**src/rtl/lrusd_encoder.sv**
```systemverilog
`timescale 1ns / 1ps
// match vector to hit flag and stack position
module lrusd_encoder #(
    parameter int DEPTH = 256,
    parameter int IDX_W = 8
) (
    input  logic [DEPTH-1:0] match_vec,
    output logic             any,
    output logic [IDX_W-1:0] pos
);

    // addresses in the stack are distinct, so at most one bit is set
    always_comb
    begin
        pos = '0;
        for (int i = 0; i < DEPTH; i++)
        begin
            if (match_vec[i])
            begin
                pos = pos | IDX_W'(i);
            end
        end
    end

    assign any = |match_vec;

endmodule

```
**config.mk**
```make
export PLATFORM = sky130hd
export DESIGN_NAME = lrusd_encoder
export DESIGN_NICKNAME = d
export VERILOG_FILES = /design/src/rtl/lrusd_encoder.sv
export SDC_FILE = /design/constraint.sdc
export NUM_CORES = 1
export LEC_CHECK = 0
export BUFFER_PORTS_ARGS = -buffer_cell sky130_fd_sc_hd__buf_2
export CORE_AREA = 2 2 102 104
export DETAILED_ROUTE_END_ITERATION = 8
export DIE_AREA = 0 0 104 106
export GPL_ROUTABILITY_DRIVEN = 1
export SLEW_MARGIN = 20
export SYNTH_ARGS = -nofsm -noshare
export SYNTH_HDL_FRONTEND = slang
export SYNTH_SLANG_ARGS = --single-unit
```
**constraint.sdc**
```tcl
create_clock -name vclk -period 1.4
set_clock_uncertainty 0.2 [all_clocks]
set_input_delay 0.07 -clock vclk [all_inputs]
set_output_delay 0.07 -clock vclk [all_outputs]
set_load 0.02 [all_outputs]
```
Word-level counts from Yosys, hierarchy flattened:

Cells that the tools add are included.

* muxes and demuxes: 255
* reductions and logical operators: 1

Operators with widths (count)
* 8-bit two-way mux: 128
* 7-bit two-way mux: 64
* 256-bit OR reduction: 1
* 6-bit two-way mux: 32
* 5-bit two-way mux: 16
* 4-bit two-way mux: 8
* 3-bit two-way mux: 4
* 2-bit two-way mux: 2
* 1-bit two-way mux: 1

* flip-flop bits (word level): 0
* bits of input ports: 256
* output and inout bits: 9
* word-level logic and storage cells: 256

Logic depth before layout (Yosys ltp):

* word-level depth: 255
* gate-level depth with buffers: 5
* gate-level depth less buffers: 5

Least setup slack after synthesis:

No wires, ideal clock.

* kind: input to output
* start point: input match_vec[156]
* end point: output any
* data arrival time: 1.462 ns
* required time: 1.130 ns
* slack: -0.332 ns
* cell stages on the path: 5
* path buffers: 0
* path through: nor4_2 -> nand3_1 -> or4_1 -> nor4_2 -> nand4_1

* cells in the longest elaborated chain, start to end: 1

Ends and longest elaborated chain
* from (decl): RTL line 7 `input logic [DEPTH-1:0] match_vec,`
* 256-bit OR reduction: RTL line 25 `assign any = |match_vec;`
* to (decl): RTL line 8 `output logic any,`

No other way between the ends.

Worst setup path after layout:

* start point: input match_vec[168]
* end point: output any

Same word-level chain as after synthesis.

==> reports/metrics.cfg <==
[place]
gp_congestion=0.966
dp_slack_ns=-0.797
dpl.hpwl_mm=14.3
dp_cells=773
portBuffers=265

[worst_setup_path]
cp_max_fo=2
endpoint_kind=primary output
startpoint_type=primary input
worstPathCellList=buf_2 > nor4_1 > nand4_1 > nor4_4 > nand4_1 > buf_2
crit_required_ns=1.13
slowest_delay_ns=0.61
cpMaxStageDelayCell=nor4_1
worstSetupPathType=primary input to primary output
worstPathArrival_ns=1.75

[logic_synthesis]
yosysTopAreaCell=nor4_1
syn-num-nets=492
syn_area_um2=1390
yosysMostFrequentCell=nor4_1
synthCells=236
ys_types=13
synth_common_cells=nor4_1 (118), nand4_1 (34), nor2_1 (28)
syn_avg_cell_area_um2=5.87
yosys_warnings=0
synth_area_leaders=nor4_1 (53%), nand4_1 (15%), nand3_1 (7.9%)
ys_seq_area_share_pct=0
yosys.area.top_type_share_pct=53.2

[timing]
finalSetupViolCount=9
worst_pin_slew_ns=0.670
layout_setup_ws_ns=-0.621
final.min_clock_period_ns=2.02
fmax_mhz=495
slew_headroom_pct=54.9
final_hold_viol_count=0
rsz0062_at_grt=yes
hold_ws_ns=0.404
timing.final.crit_share_pct=144
final_max_slew_viol_count=0

[die]
die_area_um2=11000
die_h_um=106
start_util_pct=13.9
die_w_um=104
core-area_um2=10000
num_io_pins=265
rows=37

[final_layout]
syn_to_final_growth_pct=238
clock_buffers=0
final_util_pct=46.9
numSequentialCells=0
final_cells=780
multi_input_area_um2=2000
antenna_cells=0
n_fill_cell=1072
finish.net_count=902
drive_above_1_share_pct=74.4
seqCellArea_um2=0

[global_route]
overflow=0
grt_usage_pct=27.3
use_met2_pct=49.9
grt.met1_usage_pct=34.5
grt.busiest_layer=met2
globalRouteMet3Util_pct=3.86
grt_max_degree=4
grt_pass1_vias=4256
grt_pass1_wl_mm=23.4
antenna_found_initial=0

[detailed_routing]
via_per_inst=5.11
ant_nets=0
routed_wl_mm=15.9
drt_iter0_markers=275
route.detailed.drc=0
dr.pass1.iters=5
wire_per_inst_um=20.4
vias=3984

[hold_path]
holdCritPathClass=primary input to primary output

[power_and_ir_drop]
p_total_mw=1.03
peakVddDrop_uv=82.1
power_leakage_nw=2.08
power.density_nw_per_um2=219

[status]
violations=setup timing
status=finished, violations left

[job]
cap_violations=0

==> path summary, 6_finish.rpt <==
kind                  startpoint  endpoint  slack, ns  depth (start not counted)
hold / removal     match_vec[81]    pos[0]       0.40                          6
setup / recovery  match_vec[168]       any      -0.62                          6
==> metal layers <==
| layer | up-vias | part of all wire [%] |
|---|---|---|
| met1 | 1866 | 42 |
| li1 | 1898 | - |
| met4 | 0 | 1.4 |
| met5 | - | 0 |
| met3 | 19 | 6.0 |
| met2 | 201 | 50 |
==> area by class of cell <==
cell class / count / share of cell area [%]
tap: 136 / 3.63
timing repair buffer: 408 / 53.6
multi-input combinational: 236 / 42.7
==> layout by cell type, fill, tap and decap left out <==
cell type / synthesis / routed
buf_4: 0 / 141
nor4_4: 0 / 26
nand2_4: 0 / 1
nand2_1: 11 / 10
nor2_1: 28 / 28
buf_2: 0 / 247
nor3_4: 0 / 1
nand3_2: 1 / 8
nor4_2: 5 / 30
and2_1: 1 / 1
buf_6: 0 / 19
nor4_1: 118 / 67
nor3_1: 9 / 6
nand3_1: 22 / 15
nand4_1: 34 / 34
and3_1: 2 / 2
nor4b_1: 1 / 1
or4_4: 1 / 3
clkbuf_4: 0 / 1
nor3_2: 0 / 2
or4_1: 3 / 1
==> worst max-delay path: cells and delay by family <==
| kind | cells | cell delay, ns |
|---|---|---|
| buf+inv | 2 | 0.31 |
| simple gates | 4 | 1.38 |
==> kinds of logic after synthesis <==
kind of cell     Yosys count  synth area share, %
and+or+nand+nor          236                  100
==> report_power, final <==
| group | switching, mW | leakage, nW | internal, mW |
|---|---|---|---|
| Clock | 0 | 0 | 0 |
| Sequential | 0 | 0 | 0 |
| Combinational | 0.486 | 2.08 | 0.541 |
==> stage by stage <==
step	instance area, µm²	TNS, ns
finish	4690	-4.16
global route	4690	-4.69
CTS	4400	-4.27
detailed placement	3980	-6.08
global placement	3980	-6.42
floorplan	1470	-1.10
==> what timing repair did <==
action,in CTS,in global routing
hold buffers,0,0
pin swaps,12,21
buffers inserted,5,2
resized for setup,63,46
endpoints found under the setup margin,9,9
Power figures use the tool's default switching activity.
