==> src/rtl/lrusd_pkg.sv <==
`timescale 1ns / 1ps
// shared types and constants of the lru stack reuse distance unit
package lrusd_pkg;

    localparam int DEPTH_DEFAULT = 256;

    localparam int ADDR_W    = 48;
    localparam int TAG_W     = 16;
    localparam int REG_W     = 9;
    localparam int DIST_W    = 9;
    localparam int CFG_IDX_W = 1;

    localparam logic [DIST_W-1:0] DIST_MAX       = 9'd511;
    localparam logic [REG_W-1:0]  LIMIT_RESET    = 9'd0;
    localparam logic [REG_W-1:0]  BIN_THR_RESET  = 9'd32;

    // configuration register indexes
    localparam logic [CFG_IDX_W-1:0] CFG_WINDOW_LIMIT  = 1'b0;
    localparam logic [CFG_IDX_W-1:0] CFG_BIN_THRESHOLD = 1'b1;

    typedef enum logic [1:0] {
        ST_IDLE,
        ST_ENC,
        ST_UPD
    } state_t;

    // per-cycle commands broadcast to every stack cell
    typedef struct packed {
        logic cmp_en;
        logic shift_en;
    } cell_ctrl_t;

endpackage

==> src/rtl/lrusd_cell.sv <==
`timescale 1ns / 1ps
// one entry of the lru stack: stored address, valid bit, compare and shift
module lrusd_cell #(
    parameter int INDEX = 0,
    parameter int IDX_W = 8
) (
    input  logic                            clk,
    input  logic                            rst_n,
    input  lrusd_pkg::cell_ctrl_t           ctrl,
    input  logic [lrusd_pkg::ADDR_W-1:0]    cmp_addr,
    input  logic [IDX_W-1:0]                last,
    input  logic [lrusd_pkg::ADDR_W-1:0]    prev_addr,
    input  logic                            prev_valid,
    output logic [lrusd_pkg::ADDR_W-1:0]    addr_q,
    output logic                            valid_q,
    output logic                            match
);

    logic [lrusd_pkg::ADDR_W-1:0] addr_reg;
    logic [lrusd_pkg::ADDR_W-1:0] addr_next;
    logic                         valid_reg;
    logic                         valid_next;
    logic                         match_reg;
    logic                         match_next;

    always_comb
    begin
        addr_next  = addr_reg;
        valid_next = valid_reg;
        match_next = match_reg;
        if (ctrl.cmp_en)
        begin
            match_next = valid_reg && (addr_reg == cmp_addr);
        end
        // entries at or above the moving point take their upper neighbor
        if (ctrl.shift_en && (IDX_W'(INDEX) <= last))
        begin
            addr_next  = prev_addr;
            valid_next = prev_valid;
        end
    end

    always_ff @(posedge clk)
    begin
        addr_reg <= addr_next;
    end

    always_ff @(posedge clk or negedge rst_n)
    begin
        if (!rst_n)
        begin
            valid_reg <= 1'b0;
            match_reg <= 1'b0;
        end
        else
        begin
            valid_reg <= valid_next;
            match_reg <= match_next;
        end
    end

    assign addr_q  = addr_reg;
    assign valid_q = valid_reg;
    assign match   = match_reg;

endmodule

==> config.mk <==
export PLATFORM = sky130hd
export DESIGN_NAME = lrusd_cell
export DESIGN_NICKNAME = d
export VERILOG_FILES = /design/src/rtl/lrusd_pkg.sv /design/src/rtl/lrusd_cell.sv
export SDC_FILE = /design/constraint.sdc
export NUM_CORES = 1
export LEC_CHECK = 0
export BUFFER_PORTS_ARGS = -buffer_cell sky130_fd_sc_hd__buf_4
export CORE_ASPECT_RATIO = 2
export CORE_MARGIN = 2
export CORE_UTILIZATION = 42
export DETAILED_ROUTE_END_ITERATION = 16
export PLACE_DENSITY_LB_ADDON = 0.15
export REMOVE_ABC_BUFFERS = 1
export SLEW_MARGIN = 5
export SYNTH_ARGS = -nofsm -noshare
export SYNTH_HDL_FRONTEND = slang
export SYNTH_SLANG_ARGS = --single-unit
==> constraint.sdc <==
create_clock -name clk -period 1.9 [get_ports clk]
set_input_delay 0.095 -clock clk [delete_from_list [all_inputs] [get_ports clk]]
set_output_delay 0.095 -clock clk [all_outputs]
set_load 0.005 [all_outputs]
# Word level (Yosys, flattened, before mapping)
# Cells that the tools add are included.
dict set report word_totals {
  ff_bits 50
  latch_bits 0
  ramBits 0
  romBits 0
  in_bits 109
  out_inout_bits 50
  word_cells 7
  mem_count 0
}
dict set report op_classes {
  add_sub_neg 0
  mul 0
  div_mod_pow 0
  n_lt_le_gt_ge 1
  eq_ne 1
  n_shift 0
  mux 0
  bitwise 0
  reduce_logical 2
}
# operator count
set ops {}
lappend ops {{48-bit == test} 1}
lappend ops {{1-bit by 8-bit <= comparator with 1-bit output, first input constant} 1}
lappend ops {{1-bit logical AND} 2}

# Logic depth before layout (Yosys ltp)
dict set report depth {
  word_depth 2
  mapped_depth 5
  depth_no_buf 5
}

# Worst setup path before layout
# Ideal clock, no wire load.
dict set report synth_path {
  path_kind {register -> register}
  from {register addr_reg, in the netlist addr_q[2]}
  to {register match_reg, in the netlist match}
  setup_ns 0.081
  arrival_ns 1.263
  slack_ns 0.556
  path_stages_with_launch 6
  n_path_buf 0
  period_less_slack_ns 1.344
  cell_sequence {edfxtp_1 xnor2_1 o221ai_1 a2111oi_1 o2111ai_1 o22ai_2}
}
dict set report synth_via {
  elab_chain_len 2
}
# item line_no
set synth_rtl {}
lappend synth_rtl {{start: declaration} lrusd_cell.sv:19} ;# logic [lrusd_pkg::ADDR_W-1:0] addr_reg;
lappend synth_rtl {{start signal: assignment} lrusd_cell.sv:45} ;# addr_reg <= addr_next;
lappend synth_rtl {{48-bit == test} lrusd_cell.sv:33} ;# match_next = valid_reg && (addr_reg == cmp_addr);
lappend synth_rtl {{1-bit logical AND} lrusd_cell.sv:33}
lappend synth_rtl {{end signal: assignment} lrusd_cell.sv:58} ;# match_reg <= match_next;
lappend synth_rtl {{end: declaration} lrusd_cell.sv:23} ;# logic match_reg;
# No other way between the ends.
# A chain may end at the register's enable or synchronous reset.

# Worst setup path in the final report
# Ends and elaborated chain as after synthesis.

==> out/qor.csv <==
metric,value,unit
wl_per_cell,14.19,um
min_path_cells,2,
htreeDepth,2,
tritoncts,yes,
ys_warn_count,0,
vias_per_cell,4.660,
power.density,671.3,nW/um^2
start_util,0.4311,
ant_nets,0,
critPathCapture,match,
cts_sinks,50,
max-vdd-ir-drop,0.6822,mV
gp_congestion,0.7202,
endpoint_kind,flop,
p_leak,1.636,nW
io_pins,159,
clk-insertion-delay-late,290,ps
timing.fmax,0.6680,GHz
ys.flop_type,edfxtp_1,
drv_cap,0,
synth_cell_types,16,
pwr-share-seq,0.525,
fin_crit,1497,ps
rrSetupSlack,400,ps
grt_pass1_wl,7.962,mm
nets,439,
core,4775,um^2
intPower,2.074,mW
die-area,5511,um^2
hold_path.class,in -> reg,
largest_reg_flops,48,
grt.total_usage,0.2012,
rsz0062_at_grt,no,
ys_top_cells_by_count,"48 x edfxtp_1, 38 x xnor2_1, 9 x nand4_1",
fillers,263,
r2r-end,match,
async_flop_share,0.04000,
vias,1808,
yosysMostFrequentCell,edfxtp_1,
cts_buffers,5,
final_layout_size_suffix_gt1_frac,0.4864,
setup_viol,0,
hpwl,3.757,mm
max_slew_margin,0.6919,
fin_setup_tns,0,ps
ys_seq_area_frac,0.7246,
synthTopCellsByArea,"edfxtp_1 70%, xnor2_1 16%, xor2_1 3.0%",
rows,36,
p_clk_frac,0.268,
synth_edf_count,48,
ys_ff_latch,50,
drt_iter0_drc,8,
clock_skew,7.504,ps
reg2regPathDepth,5,
drv_slew,0,
syn-cell-area,2058,um^2
port_buffers,150,
yosys.area.top_type_share,0.7003,
cp_cell_sequence,xnor2_1 > o221ai_1 > a2111oi_1 > o2111ai_1 > o22ai_2,
clockBufferDepth,2,
yosysTopAreaCell,edfxtp_1,
overflow,0,
cp_slowest_cell,edfxtp_1,
root_buffer,clkbuf_8,
synthCells,121,
crit_type,reg -> reg,
grt_antenna_before_repair,0,
syn_area_per_cell,17.01,um^2
hold_viol,0,
diodes,0,
p_sw,0.5290,mW
die_y,103,um
path_clk_slew,80,ps
hold_ws,53.32,ps
crit_fanout,2,
syn_to_final_growth,88.39,%
p_sw_frac,0.2032,
grt_pass1_vias,1879,
r2r_start,addr_q[2],
crit_arrival,1700,ps
comb_power_share,0.207,
die_w,53.50,um
crit_start,addr_q[2],
drc,0,
worstMarginPinSlew,462.2,ps
drt_first_pass_iters,4,
drt-total-wl,5.505,mm
finalCritPeriodShare,0.7879,
run_status,"complete, no violations",
worstSetupStartpointType,flop,
grt_max_degree,38,
required,2110,ps
cpPeakStageDelay,420,ps
[power groups by stage]
stage          logic (mW)  registers, mW  clock network (mW)
6_report            0.539           1.37               0.699
5_1_grt             0.584           1.38               0.760
4_1_cts             0.538           1.36               0.729
3_5_place_dp        0.454           1.39                   0
3_3_place_gp        0.443           1.38                   0
2_1_floorplan       0.113           1.39                   0
[critical path, delay by kind of cell (launching register included)]
family                    cells  cell delay (ps)
AOI/OAI and AO/OA             4              820
DFF                           1              420
xor gates and xnor gates      1              190
[worst min-delay path by stage]
stage / from / endpoint / slack [ps]
6_report: prev_valid / valid_q / 50
5_1_grt: prev_valid / valid_q / 50
4_1_cts: prev_valid / valid_q / 30
3_5_place_dp: rst_n / valid_q / -120
3_3_place_gp: rst_n / match / -120
2_1_floorplan: rst_n / match / -200
[cell usage in the layout (no fill, tap or decap), drive strengths merged]
| master | n |
|---|---|
| dfrtp | 2 |
| a2111oi | 1 |
| clkbuf | 7 |
| mux2 | 1 |
| o22ai | 1 |
| xor2 | 7 |
| edfxtp | 48 |
| inv | 4 |
| buf | 152 |
| dlygate4sd3 | 50 |
| o2111ai | 1 |
| nand4 | 9 |
| nor4 | 4 |
| and2b | 1 |
| xnor2 | 38 |
| nand2 | 1 |
| o221ai | 1 |
| nand3 | 1 |
| a21o | 1 |
| bufinv | 1 |
[per-layer routing]
layer	GRT usage	wire length, um
met1	0.2012	1853
met2	0.3742	3053
met3	0.05797	497
met4	0.07495	101
met5	0	0
[cell type report]
cell class | instances | area, um^2 | area share
clock buffer | 7 | 76.32 | 0.01968
clock inverter | 1 | 30.03 | 0.007744
inverter | 4 | 15.01 | 0.003872
multi-input combinational | 67 | 551.8 | 0.1423
sequential | 50 | 1491 | 0.3846
tap | 57 | 71.32 | 0.01839
timing repair buffer | 202 | 1642 | 0.4234
[repair_timing]
action,4_1_cts,5_1_grt
hold buffers,50,0
resized for setup,0,0
hold endpoints to repair,51,0
setup buffers,0,0
[logic make-up after synthesis]
kind of cell,after synthesis,synth area share
and+or+nand+nor,16,0.04802
buffers and inverters,4,0.007293
muxes,1,0.005471
xor gates and xnor gates,45,0.1915
AOI/OAI and AO/OA,5,0.02310
DFF,50,0.7246
[per-stage QoR]
stage               utilization  worst slack, ps  total power, mW  cells  area [um^2]
floorplan                     -            555.8            1.508    121         2058
global placement         0.6850            453.8            1.827    330         3271
detailed placement       0.6850            437.8            1.842    330         3271
CTS                      0.8121            422.7            2.631    388         3877
global route             0.8121            233.9            2.719    388         3877
finish                   0.8121            403.0            2.603    388         3877
Power figures use the tool's default switching activity.
